<file path="config.mk">
export PLATFORM = sky130hd
export DESIGN_NAME = cbt_sequencer
export DESIGN_NICKNAME = d
export VERILOG_FILES = /design/src/rtl/core/cbt_pkg.sv /design/src/rtl/core/cbt_sequencer.sv
export SDC_FILE = /design/constraint.sdc
export NUM_CORES = 1
export LEC_CHECK = 0
export BUFFER_PORTS_ARGS = -buffer_cell sky130_fd_sc_hd__clkbuf_2
export CAP_MARGIN = 40
export CORE_ASPECT_RATIO = 1.1
export CORE_MARGIN = 4
export CORE_UTILIZATION = 53
export DETAILED_ROUTE_END_ITERATION = 8
export PLACE_DENSITY = 0.83
export REMOVE_ABC_BUFFERS = 1
export SLEW_MARGIN = 25
export SYNTH_ARGS = -nofsm -noshare
export SYNTH_HDL_FRONTEND = slang
export SYNTH_SLANG_ARGS = --single-unit
</file>
<file path="constraint.sdc">
create_clock -name clk -period 10.02 [get_ports clk]
set_input_delay 2.004 -clock clk [delete_from_list [all_inputs] [get_ports clk]]
set_output_delay 2.004 -clock clk [all_outputs]
set_load 0.05 [all_outputs]
</file>
<file path="src/rtl/core/cbt_pkg.sv">
package cbt_pkg;

  // sample counter and configuration register width
  localparam int CNT_W      = 6;
  // curve parameter t and u = 1 - t, unsigned Q1.16
  localparam int T_W        = 17;
  localparam int T_FRAC     = 16;
  localparam int NUM_AXES   = 3;
  localparam int NUM_PTS    = 4;
  localparam int NUM_COORDS = NUM_AXES * NUM_PTS;
  // bernstein weights sum to 2^48
  localparam int W_FRAC     = 3 * T_FRAC;
  localparam int W_W        = W_FRAC + 1;
  // weights are split in two halves before the coordinate products
  localparam int W_SPLIT    = 24;

  localparam logic [CNT_W-1:0] RESET_SAMPLES = 6'd40;
  localparam logic [CNT_W-1:0] MAX_SAMPLES   = 6'd63;
  localparam logic [T_W-1:0]   T_ONE         = 17'h10000;

  // floor(65536 / n), entry 0 unused
  localparam logic [T_W-1:0] STEP_Q_TABLE [64] = '{
    17'd0,     17'd65536, 17'd32768, 17'd21845, 17'd16384, 17'd13107, 17'd10922, 17'd9362,
    17'd8192,  17'd7281,  17'd6553,  17'd5957,  17'd5461,  17'd5041,  17'd4681,  17'd4369,
    17'd4096,  17'd3855,  17'd3640,  17'd3449,  17'd3276,  17'd3120,  17'd2978,  17'd2849,
    17'd2730,  17'd2621,  17'd2520,  17'd2427,  17'd2340,  17'd2259,  17'd2184,  17'd2114,
    17'd2048,  17'd1985,  17'd1927,  17'd1872,  17'd1820,  17'd1771,  17'd1724,  17'd1680,
    17'd1638,  17'd1598,  17'd1560,  17'd1524,  17'd1489,  17'd1456,  17'd1424,  17'd1394,
    17'd1365,  17'd1337,  17'd1310,  17'd1285,  17'd1260,  17'd1236,  17'd1213,  17'd1191,
    17'd1170,  17'd1149,  17'd1129,  17'd1110,  17'd1092,  17'd1074,  17'd1057,  17'd1040
  };

  typedef struct packed {
    logic [T_W-1:0] t;
    logic [T_W-1:0] u;
  } tu_t;

  typedef struct packed {
    logic [NUM_PTS-1:0][W_W-1:0] w;
  } weights_t;

endpackage

</file>
<file path="src/rtl/core/cbt_sequencer.sv">
module cbt_sequencer import cbt_pkg::*; #(
  parameter int COORD_WIDTH = 16
) (
  input  logic                                    clk,
  input  logic                                    rst_n,
  input  logic                                    cfg_wr_en,
  input  logic [CNT_W-1:0]                        cfg_wr_data,
  input  logic                                    adv,
  input  logic                                    in_valid,
  output logic                                    in_ready,
  input  logic [NUM_COORDS-1:0][COORD_WIDTH-1:0]  in_pts,
  output logic                                    s_valid,
  output tu_t                                     s_tu,
  output logic                                    s_last,
  output logic [NUM_COORDS-1:0][COORD_WIDTH-1:0]  s_pts
);

  logic [CNT_W-1:0] spp_r;
  logic             active_r;
  logic [CNT_W-1:0] n_r;
  logic [CNT_W-1:0] idx_r;
  logic [CNT_W-1:0] rem_r;
  logic [CNT_W-1:0] stepr_r;
  logic [T_W-1:0]   tq_r;
  logic [T_W-1:0]   stepq_r;
  logic [NUM_COORDS-1:0][COORD_WIDTH-1:0] pts_r;

  logic             s_valid_r;
  tu_t              s_tu_r;
  logic             s_last_r;
  logic [NUM_COORDS-1:0][COORD_WIDTH-1:0] s_pts_r;

  logic [CNT_W-1:0] n_eff;
  logic [T_W-1:0]   step_q;
  logic [T_W-1:0]   step_prod;
  logic [CNT_W-1:0] step_rem;
  logic [CNT_W:0]   rem_sum;
  logic             wrap;
  logic [CNT_W-1:0] rem_nxt;
  logic [T_W-1:0]   tq_nxt;
  logic             at_last;
  logic             accept;
  logic             issue;

  always_comb begin
    if (spp_r == '0) begin
      n_eff = CNT_W'(1);
    end else if (spp_r > MAX_SAMPLES) begin
      n_eff = MAX_SAMPLES;
    end else begin
      n_eff = spp_r;
    end
  end

  // t step is q + r/n, the fraction kept as a running remainder
  assign step_q    = STEP_Q_TABLE[n_eff];
  assign step_prod = T_W'(n_eff) * step_q;
  assign step_rem  = CNT_W'(T_ONE - step_prod);

  assign rem_sum = {1'b0, rem_r} + {1'b0, stepr_r};
  assign wrap    = (rem_sum >= {1'b0, n_r});
  assign rem_nxt = wrap ? CNT_W'(rem_sum - {1'b0, n_r}) : rem_sum[CNT_W-1:0];
  assign tq_nxt  = tq_r + stepq_r + T_W'(wrap);

  assign at_last  = (idx_r == n_r);
  // next segment enters while the last point of this one is issued
  assign in_ready = adv && (!active_r || at_last);
  assign accept   = in_valid && in_ready;
  assign issue    = adv && active_r;

  always_ff @(posedge clk) begin
    if (!rst_n) begin
      spp_r     <= RESET_SAMPLES;
      active_r  <= 1'b0;
      s_valid_r <= 1'b0;
    end else begin
      if (cfg_wr_en) begin
        spp_r <= cfg_wr_data;
      end
      if (accept) begin
        active_r <= 1'b1;
      end else if (issue && at_last) begin
        active_r <= 1'b0;
      end
      if (adv) begin
        s_valid_r <= active_r;
      end
    end
  end

  always_ff @(posedge clk) begin
    if (accept) begin
      idx_r   <= '0;
      tq_r    <= '0;
      rem_r   <= '0;
      n_r     <= n_eff;
      stepq_r <= step_q;
      stepr_r <= step_rem;
      pts_r   <= in_pts;
    end else if (issue) begin
      idx_r <= idx_r + CNT_W'(1);
      tq_r  <= tq_nxt;
      rem_r <= rem_nxt;
    end
    if (adv) begin
      s_tu_r.t <= tq_r;
      s_tu_r.u <= T_ONE - tq_r;
      s_last_r <= at_last;
      s_pts_r  <= pts_r;
    end
  end

  assign s_valid = s_valid_r;
  assign s_tu    = s_tu_r;
  assign s_last  = s_last_r;
  assign s_pts   = s_pts_r;

endmodule

</file>
==> results_dict.tcl, run 1 <==
set metrics [dict create \
    critical_path.most_common_cell "ha_1" \
    totalWireLength_mm 47.8 \
    worst_ep_required_time_ns 10.31 \
    first_pass_grt_wire_length_mm 69.0 \
    grt_max_degree 164 \
    pwr_density_cell_mw_per_mm2 228 \
    syn-cell-area_mm2 0.0181 \
    relSlewSlack_pct 37.9 \
    min-delay-path-class "flop to flop" \
    postRouteAntennaNets 0 \
    synth.lib_cells_used.distinct 68 \
    multi_input_area_mm2 0.00362 \
    area_growth_pct 22.3 \
    post_cts_setup_inserts 0 \
    worst_slack_ns 3.48 \
    crit_family "adder cells" \
    list_of_cells_traversed_by_the_critical_path "buf_4 -> nor2_1 -> nand2_1 -> o21ai_1 -> inv_1 -> ha_1 -> nor2b_1 -> nor3_1 -> a31oi_1 -> mux4_2 -> and2_1 -> ha_1 -> ha_1 -> inv_1 -> fa_1 -> ha_1 -> ha_1 -> a21oi_1 -> xnor2_1 -> xnor2_2 -> xnor2_1 -> xnor2_1" \
    endpoint_kind "flop" \
    slowest_stage "mux4_2" \
    grt_remaining_overflow 0 \
    clkSinkCount 484 \
    synthArstFlopShare_pct 0 \
    drtIter0Drc 873 \
    rsz0062_at_grt "false" \
    num-fill-cells 2251 \
    finalClockSkew_ns 0.0184 \
    final_cells 1990 \
    placement.cell_area_mm2 0.0208 \
    number_of_standard_cells_after_synthesis 1070 \
    design.die.area_mm2 0.0372 \
    synthXorXnorAreaFrac_pct 2.65 \
    dp.final_hpwl_mm 34.7 \
    route.detailed.wl_per_inst_um 24.0 \
    root_buffer "clkbuf_16" \
    layout.cells.most_common "edfxtp_1" \
    worstMarginPinSlew_ns 0.931 \
    setup_tns_ns 0 \
    buffer_ports.inserted 431 \
    yosys.area_share.simple_pct 5.17 \
    globalRouteTotalUtil_pct 24.9 \
    ctsResizeCount 0 \
    maximum_ir_drop_on_the_vdd_rail_v 0.000141 \
    final_min_period_over_clock_period_pct 65.3 \
    place_worst_setup_slack_ns 3.58 \
    cp_slowest_stage_delay_ns 0.57 \
    slew_violations 0 \
    clockBufferDepth 3 \
    synthesis.yosys.warnings 0 \
    worst_ep_arrival_time_ns 6.83 \
    source_to_sink_clock_delay_at_the_later_pin_of_the_worst_skew_pair_ns 0.54 \
    p_leak_nw 8.75 \
    drv.max_cap_violation_count 0 \
    timing.fmax_mhz 153 \
    cts_tree "done" \
    nNetsFinal 1782 \
    final_hold_viol_count 0 \
    synth.area.mux_share_pct 1.30 \
    synth_fa_ha_area_share_pct 4.44 \
    die_x_um 184 \
    first_global_vias 10939 \
    cts-buffers-inserted 46 \
    die_height_um 202 \
    synth_area_per_cell_um2 16.9 \
    finalWorstPathRequiredPeriod_ns 6.54 \
    synth_top_flop_cell "edfxtp_1" \
    synth_top_family_by_area "compound AO/OA/AOI/OAI gates" \
    hold_ws_ns 0.410 \
    fin_area_mm2 0.0222 \
    sequential_standard_cell_area_mm2 0.0142 \
    synth_seq_cells 484 \
    detailedRoute.firstPassIterationCount 7 \
    criticalPathCategory "flop to flop" \
    ys_seq_area_share_pct 78.1 \
    dr_total_vias 10871 \
    layout-drive-gt1-share_pct 33.9 \
    number_of_setup_violations_in_the_final_report 0 \
    gp_routability_congestion 0.951 \
    via_per_inst 5.46 \
    antenna_violations_before_repair 9 \
    worstSetupStartpointType "flop" \
    starting_density_of_the_core_pct 54.0 \
    most_used_cells_in_the_layout_excluding_fill_and_tap_cells "447 x edfxtp_1, 430 x clkbuf_2, 59 x nor2_1, 58 x nand2_1, 50 x ha_1" \
    critical_path.max_fanout 47 \
    std_cell_rows 70 \
    critical_path.n_buffers_inverters 3 \
    synth_enable_flop_cells 447 \
    path_clk_slew_ns 0.06 \
    design.portCount 432 \
    status "finished clean" \
    remaining_drc_errors 0 \
    floorplan.core_area_mm2 0.0335 \
    cts_hold_repair.buffers 0 \
    dp_cells 1904 \
    clock_tree.htree_level_count 2 \
    synth_compound_gate_area_share_pct 6.31 \
]
-- registers in the layout, summed over array words and instances (netlist names) --
signal / flops
rem_r: 6
s_last: 1
s_tu: 33
stepq_r: 17
pts_r: 192
spp_r: 6
stepr_r: 6
active_r: 1
s_valid: 1
idx_r: 6
s_pts: 192
tq_r: 17
n_r: 6
-- metrics by stage --
step           power (mW)  util [%]
2_1_floorplan        3.20         -
3_3_place_gp         3.44      61.8
3_5_place_dp         3.48      61.9
4_1_cts              5.09      66.1
5_1_grt              5.28      66.1
6_report             5.06      66.1
-- worst reg2reg max path: cells and delay by family (launching register included) --
kind / cells / cell delay [ns]
adder cells (fa/ha/maj): 6 / 2.13
buffers and inverters: 3 / 0.61
AO/OA/AOI/OAI: 3 / 0.87
AND/OR/NAND/NOR: 5 / 1.27
XOR/XNOR: 4 / 0.57
flip-flops: 1 / 0.29
multiplexers: 1 / 0.57
-- per-layer routing --
metal | global-route usage (%) | share of wire, %
met3 | 8.33 | 10
met4 | 10.0 | 4.5
met5 | 0 | 0.13
met1 | 28.2 | 34
met2 | 43.2 | 51
-- synthesized netlist by cell type, drive strengths merged, types with 3 or more instances --
master | number | area [µm²]
a211oi | 19 | 143
a21boi | 8 | 60.1
a21o | 8 | 60.1
a21oi | 47 | 235
a22o | 3 | 26.3
a311oi | 4 | 35.0
a31oi | 4 | 25.0
and2 | 12 | 75.1
and3 | 4 | 25.0
buf | 22 | 129
clkbuf | 19 | 71.3
dfxtp | 37 | 741
edfxtp | 447 | 13400
fa | 9 | 180
ha | 50 | 626
inv | 43 | 161
mux2 | 3 | 33.8
mux2i | 10 | 113
mux4 | 4 | 90.1
nand2 | 58 | 218
nand2b | 7 | 43.8
nand3 | 10 | 50.1
nand4 | 5 | 31.3
nor2 | 61 | 234
nor2b | 12 | 75.1
nor3 | 14 | 70.1
nor4 | 3 | 18.8
o211ai | 6 | 45.0
o21a | 4 | 30.0
o21ai | 37 | 189
o21bai | 4 | 30.0
o311ai | 3 | 26.3
o31a | 4 | 35.0
o31ai | 3 | 27.5
or3 | 6 | 37.5
xnor2 | 32 | 288
xor2 | 22 | 193
-- report_power, final --
part	internal (mW)	switching [mW]	leakage, nW
clock	0.912	0.707	0.683
combinational	0.326	0.657	3.49
sequential	2.38	0.0758	4.57
-- cell families after synthesis --
group                    after synthesis
flip-flops                           484
buffers and inverters                 84
multiplexers                          17
adder cells (fa/ha/maj)               59
AO/OA/AOI/OAI                        172
XOR/XNOR                              54
AND/OR/NAND/NOR                      200
-- cell type report --
type                            instances  share of cell area, %
Multi-Input combinational cell        502                   16.3
Clock inverter                         22                  0.830
Inverter                               43                  0.728
Tap cell                              432                   2.44
Antenna cell                            3                 0.0339
Timing Repair Buffer                  443                   10.3
Sequential cell                       484                   63.9
Clock buffer                           61                   5.49
-- final timing paths --
path	startpoint	to	slack, ns	cells past startpoint
max reg2reg	spp_r[3]	stepr_r[5]	3.48	22
min	pts_r[63]	s_pts[63]	0.41	0
min reg2reg	pts_r[63]	s_pts[63]	0.41	0
max	spp_r[3]	stepr_r[5]	3.48	22
No activity file was read; power rests on OpenSTA's default activity.
==> run 2, diff against run 1 <==
==> constraint.sdc (replaced) <==
create_clock -name clk -period 6.05 [get_ports clk]
set_input_delay 1.21 -clock clk [delete_from_list [all_inputs] [get_ports clk]]
set_output_delay 1.21 -clock clk [all_outputs]
set_load 0.05 [all_outputs]
==> results_dict.tcl, run 2 (synthesized netlist as in run 1, its figures left out) <==
set metrics [dict create \
    status "finished clean" \
    first_global_vias 10873 \
    die_height_um 202 \
    source_to_sink_clock_delay_at_the_later_pin_of_the_worst_skew_pair_ns 0.55 \
    totalWireLength_mm 49.1 \
    most_used_cells_in_the_layout_excluding_fill_and_tap_cells "447 x edfxtp_1, 430 x clkbuf_2, 59 x nor2_1, 58 x nand2_1, 50 x ha_1" \
    postRouteAntennaNets 0 \
    post_cts_setup_inserts 0 \
    ctsResizeCount 0 \
    std_cell_rows 70 \
    worst_r2r_endpoint "stepr_r[5]" \
    cts_hold_repair.buffers 0 \
    finalClockSkew_ns 0.0265 \
    clock_tree.htree_level_count 2 \
    grt_remaining_overflow 0 \
    dr_total_vias 11012 \
    area_growth_pct 23.7 \
    number_of_setup_violations_in_the_final_report 0 \
    layout-drive-gt1-share_pct 34.6 \
    crit-reg2reg-launch "spp_r[5]" \
    floorplan.core_area_mm2 0.0335 \
    reg2reg_depth 21 \
    timing.fmax_mhz 182 \
    gp_routability_congestion 0.882 \
    worst_ep_arrival_time_ns 5.78 \
    relSlewSlack_pct 47.9 \
    cts_tree "done" \
    clkSinkCount 484 \
    worst_setup_path_endpoint "stepr_r[5]" \
    nNetsFinal 1790 \
    design.die.area_mm2 0.0372 \
    grt_max_degree 98 \
    critical_path.max_fanout 8 \
    via_per_inst 5.51 \
    worst_ep_required_time_ns 6.35 \
    buffer_ports.inserted 431 \
    slowest_stage "mux4_2" \
    globalRouteTotalUtil_pct 25.2 \
    path_clk_slew_ns 0.06 \
    finalWorstPathRequiredPeriod_ns 5.49 \
    design.portCount 432 \
    drv.max_cap_violation_count 0 \
    die_x_um 184 \
    timing.reg2reg.setup_slack_ns 0.56 \
    layout.cells.most_common "edfxtp_1" \
    antenna_violations_before_repair 6 \
    worstMarginPinSlew_ns 0.774 \
    fin_area_mm2 0.0224 \
    list_of_cells_traversed_by_the_critical_path "nor2_1 -> nand2_1 -> o21ai_1 -> inv_1 -> ha_1 -> nor2b_1 -> nor3_1 -> a31oi_1 -> mux4_2 -> and2_1 -> ha_1 -> ha_1 -> inv_1 -> fa_1 -> ha_1 -> ha_1 -> a21oi_1 -> xnor2_1 -> xnor2_2 -> xnor2_1 -> xnor2_1" \
    placement.cell_area_mm2 0.0208 \
    min-delay-path-class "flop to flop" \
    place_worst_setup_slack_ns 0.586 \
    remaining_drc_errors 0 \
    worst_setup_path_startpoint "spp_r[5]" \
    worst_slack_ns 0.563 \
    timing.critical_path.depth 21 \
    critical_path.n_buffers_inverters 2 \
    starting_density_of_the_core_pct 54.0 \
    final_min_period_over_clock_period_pct 90.7 \
    endpoint_kind "flop" \
    first_pass_grt_wire_length_mm 69.9 \
    drtIter0Drc 965 \
    final_hold_viol_count 0 \
    cp_slowest_stage_delay_ns 0.58 \
    pwr_density_cell_mw_per_mm2 389 \
    route.detailed.wl_per_inst_um 24.6 \
    crit_family "adder cells" \
    num-fill-cells 2230 \
    critical_path.most_common_cell "ha_1" \
    detailedRoute.firstPassIterationCount 6 \
    worstSetupStartpointType "flop" \
    rsz0062_at_grt "false" \
    clockBufferDepth 3 \
    p_leak_nw 8.88 \
    cts-buffers-inserted 46 \
    root_buffer "clkbuf_16" \
    dp.final_hpwl_mm 35.4 \
    slew_violations 0 \
    criticalPathCategory "flop to flop" \
    maximum_ir_drop_on_the_vdd_rail_v 0.000280 \
]
[run 2: cell types whose count changed in the layout (fill, tap and decap cells not counted), moves of 4 or more]
cell | previous run | this run
buf_4 | 9 | 18
bufinv_16 | 2 | 8
clkbuf_1 | 14 | 8
inv_6 | 4 | 0
[run 2: layout make-up]
class                           count  area, µm²  share of cell area, %
Timing Repair Buffer              451       2340                   10.4
Antenna cell                        4       10.0                 0.0446
Clock buffer                       57       1230                   5.50
Clock inverter                     26        357                   1.59
Tap cell                          432        541                   2.41
Multi-Input combinational cell    502       3620                   16.1
Sequential cell                   484      14200                   63.2
Inverter                           43        161                  0.720
[run 2: worst min path at each step]
stage	endpoint	cells after the start	startpoint	slack, ns
2_1_floorplan	s_pts[0]	0	pts_r[0]	0.40
3_3_place_gp	s_pts[34]	0	pts_r[34]	0.40
3_5_place_dp	s_pts[100]	0	pts_r[100]	0.40
4_1_cts	s_pts[67]	0	pts_r[67]	0.39
5_1_grt	s_pts[88]	0	pts_r[88]	0.41
6_report	s_pts[156]	0	pts_r[156]	0.39
[run 2: report_power, final]
part / switching, mW / internal, mW / total [mW]
registers: 0.125 / 3.94 / 4.07
clock network: 1.21 / 1.79 / 3.00
logic: 1.11 / 0.544 / 1.65
[run 2: per-stage QoR]
| step | power [mW] | util [%] | setup TNS, ns | hold slack, ns | cells |
|---|---|---|---|---|---|
| floorplan | 5.30 | - | -1926.32 | 0.400 | 1029 |
| global placement | 5.71 | 62.0 | 0 | 0.400 | 1911 |
| detailed placement | 5.76 | 62.1 | 0 | 0.405 | 1912 |
| CTS | 8.76 | 66.8 | 0 | 0.393 | 1995 |
| global route | 9.08 | 66.8 | 0 | 0.414 | 1996 |
| finish | 8.72 | 66.8 | 0 | 0.393 | 1999 |
[run 2: metal layers]
layer	part of all wire (%)	global-route usage, %	up-vias
li1	-	-	4948
met1	34	28.9	5424
met2	52	44.8	523
met3	10	7.24	111
met4	4.3	9.40	6
met5	0.075	0	-
==> run 3, diff against run 2 <==
--- a/config.mk
+++ b/config.mk
@@ -5,13 +5,14 @@
 export SDC_FILE = /design/constraint.sdc
 export NUM_CORES = 1
 export LEC_CHECK = 0
+export ABC_AREA = 1
 export BUFFER_PORTS_ARGS = -buffer_cell sky130_fd_sc_hd__clkbuf_2
 export CAP_MARGIN = 40
 export CORE_ASPECT_RATIO = 1.1
 export CORE_MARGIN = 4
 export CORE_UTILIZATION = 53
 export DETAILED_ROUTE_END_ITERATION = 8
-export PLACE_DENSITY = 0.83
+export PLACE_DENSITY = 0.79
 export REMOVE_ABC_BUFFERS = 1
 export SLEW_MARGIN = 25
 export SYNTH_ARGS = -nofsm -noshare
==> results_dict.tcl, run 3 <==
set metrics [dict create \
    synth_top_cell_area_share_pct 74.2 \
    die_height_um 202 \
    globalRouteTotalUtil_pct 25.6 \
    via_per_inst 5.28 \
    maximum_ir_drop_on_the_vdd_rail_v 0.000233 \
    clkSinkCount 484 \
    hold_ws_ns 0.414 \
    setup_tns_ns 0 \
    clock_tree.htree_level_count 2 \
    antenna_violations_before_repair 6 \
    p_total_mw 8.95 \
    drv.max_cap_violation_count 0 \
    synth_top_cells_by_count "447 x edfxtp_1, 151 x nand2_1, 104 x inv_1" \
    gp_routability_congestion 0.913 \
    number_of_setup_violations_in_the_final_report 0 \
    ctsResizeCount 0 \
    crit_family "adder cells" \
    dp.final_hpwl_mm 35.7 \
    critical_path.most_common_cell "nand2_1" \
    timing.fmax_mhz 190 \
    finalClockSkew_ns 0.0166 \
    layout.cells.most_common "edfxtp_1" \
    synth.lib_cells_used.distinct 48 \
    critical_path.max_fanout 9 \
    num-fill-cells 2304 \
    final_hold_viol_count 0 \
    nNetsFinal 1900 \
    drtIter0Drc 1095 \
    netSwitchingPower_mw 2.71 \
    p_leak_nw 9.31 \
    grt_remaining_overflow 0 \
    die_x_um 184 \
    std_cell_rows 70 \
    relSlewSlack_pct 54.2 \
    starting_density_of_the_core_pct 54.1 \
    dp_cells 2022 \
    worstMarginPinSlew_ns 0.685 \
    synth_top_flop_cell "edfxtp_1" \
    share_seq_of_total_power_pct 46.2 \
    power.share.clock_pct 32.0 \
    yosysMostFrequentCell "edfxtp_1" \
    timing.reg2reg.setup_slack_ns 0.79 \
    floorplan.core_area_mm2 0.0335 \
    worstSetupStartpointType "flop" \
    crit-reg2reg-launch "spp_r[2]" \
    switching_share_pct 30.3 \
    rsz0062_at_grt "false" \
    cts_tree "done" \
    global_routing_usage_on_met2_pct 44.5 \
    cts_hold_repair.buffers 0 \
    first_global_vias 11257 \
    endpoint_kind "flop" \
    grt.busiest_layer "met2" \
    remaining_drc_errors 0 \
    final_cells 2109 \
    area_growth_pct 23.8 \
    layout-drive-gt1-share_pct 33.0 \
    postRouteAntennaNets 0 \
    synth.top_cells.by_area "edfxtp_1 74%, dfxtp_1 4.1%, ha_1 3.5%" \
    buffer_ports.inserted 431 \
    syn-cell-area_mm2 0.0181 \
    final_util_pct 67.0 \
    reg2reg_depth 29 \
    route.detailed.wl_per_inst_um 23.0 \
    most_used_cells_in_the_layout_excluding_fill_and_tap_cells "447 x edfxtp_1, 430 x clkbuf_2, 151 x nand2_1, 104 x inv_1, 56 x a21oi_1" \
    synth_enable_flop_cells 447 \
    slowest_stage "fa_1" \
    worst_ep_arrival_time_ns 5.58 \
    first_pass_grt_wire_length_mm 70.4 \
    grtUsageMet3_pct 7.51 \
    comb_power_share_pct 21.8 \
    finalWorstPathRequiredPeriod_ns 5.26 \
    criticalPathCategory "flop to flop" \
    worst_r2r_endpoint "stepr_r[5]" \
    design.portCount 432 \
    status "finished clean" \
    source_to_sink_clock_delay_at_the_later_pin_of_the_worst_skew_pair_ns 0.56 \
    ys_seq_area_share_pct 78.3 \
    cts-buffers-inserted 46 \
    synth_area_per_cell_um2 15.5 \
    critical_path.n_buffers_inverters 8 \
    number_of_standard_cells_after_synthesis 1168 \
    internal_power_mw 6.23 \
    synth_seq_cells 484 \
    synthArstFlopShare_pct 0 \
    clockBufferDepth 3 \
    post_cts_setup_inserts 0 \
    netlist.top_cell.by_area "edfxtp_1" \
    met1_usage_pct 28.8 \
    min_delay_worst_endpoint "s_pts[5]" \
    pwr_density_cell_mw_per_mm2 399 \
    grt_max_degree 119 \
    detailedRoute.firstPassIterationCount 5 \
    path_clk_slew_ns 0.06 \
    dr_total_vias 11130 \
    synthesis.yosys.warnings 0 \
    hold_path.startpoint "pts_r[5]" \
    design.die.area_mm2 0.0372 \
    cp_slowest_stage_delay_ns 0.55 \
    hold_depth 0 \
    totalWireLength_mm 48.6 \
    final_min_period_over_clock_period_pct 87.0 \
    worst_ep_required_time_ns 6.36 \
    min-delay-path-class "flop to flop" \
    slew_violations 0 \
    root_buffer "clkbuf_16" \
]
-- run 3: cell count changes in the layout (fill, tap and decap cells not counted), sizes merged, moves of 9 or more --
| cell | before | now |
|---|---|---|
| nand2 | 58 | 158 |
| inv | 43 | 114 |
| nand3 | 10 | 45 |
| a211oi | 19 | 3 |
| xnor2 | 32 | 17 |
| o21ai | 37 | 50 |
| nor2b | 12 | 0 |
| a21oi | 47 | 57 |
| and2 | 12 | 2 |
| nor2 | 61 | 51 |
| mux2i | 10 | 1 |
-- run 3: area by class of cell --
class	instances	area, µm²	area share (%)
Tap cell	432	541	2.41
Timing Repair Buffer	450	2390	10.7
Multi-Input combinational cell	542	3370	15.0
Sequential cell	484	14200	63.2
Clock buffer	54	1200	5.37
Inverter	114	428	1.91
Clock inverter	31	308	1.37
Antenna cell	2	5.00	0.0223
-- run 3: power groups by stage --
stage	Combinational [mW]	Clock (mW)	Sequential, mW
after floorplan	0.941	0	4.65
after global placement	1.90	0	4.19
after detailed placement	1.95	0	4.20
after CTS	1.96	2.90	4.14
after global routing	2.15	3.07	4.16
final	1.95	2.86	4.13
-- run 3: worst max path at each step --
stage	depth (start not counted)	startpoint	to	slack (ns)
2_1_floorplan	4	in_valid	rem_r[5]	-2.01
3_3_place_gp	29	spp_r[2]	stepr_r[5]	0.90
3_5_place_dp	29	spp_r[2]	stepr_r[5]	0.81
4_1_cts	29	spp_r[2]	stepr_r[5]	0.79
5_1_grt	27	spp_r[2]	stepr_r[5]	0.39
6_report	29	spp_r[2]	stepr_r[5]	0.79
-- run 3: per-stage QoR --
| stage | cell area (µm²) | setup WS [ns] |
|---|---|---|
| 2_1_floorplan | 18000 | -2.01 |
| 3_3_place_gp | 20800 | 0.903 |
| 3_5_place_dp | 20900 | 0.812 |
| 4_1_cts | 22400 | 0.795 |
| 5_1_grt | 22400 | 0.387 |
| 6_report | 22400 | 0.786 |
-- run 3: cell families (layout without fill, tap and decap cells) --
group | count (synthesis) | count (layout) | synth area share (%)
adder cells (fa/ha/maj) | 59 | 59 | 4.45
other | 0 | 2 | 0
XOR/XNOR | 46 | 46 | 2.23
AO/OA/AOI/OAI | 151 | 151 | 4.81
multiplexers | 1 | 1 | 0.0553
buffers and inverters | 142 | 649 | 3.13
AND/OR/NAND/NOR | 285 | 285 | 7.03
flip-flops | 484 | 484 | 78.3
-- run 3: routing by layer --
metal,share of wire [%],vias up
li1,-,5152
met2,51,533
met1,34,5299
met5,0.091,-
met4,5.6,8
met3,9.1,138
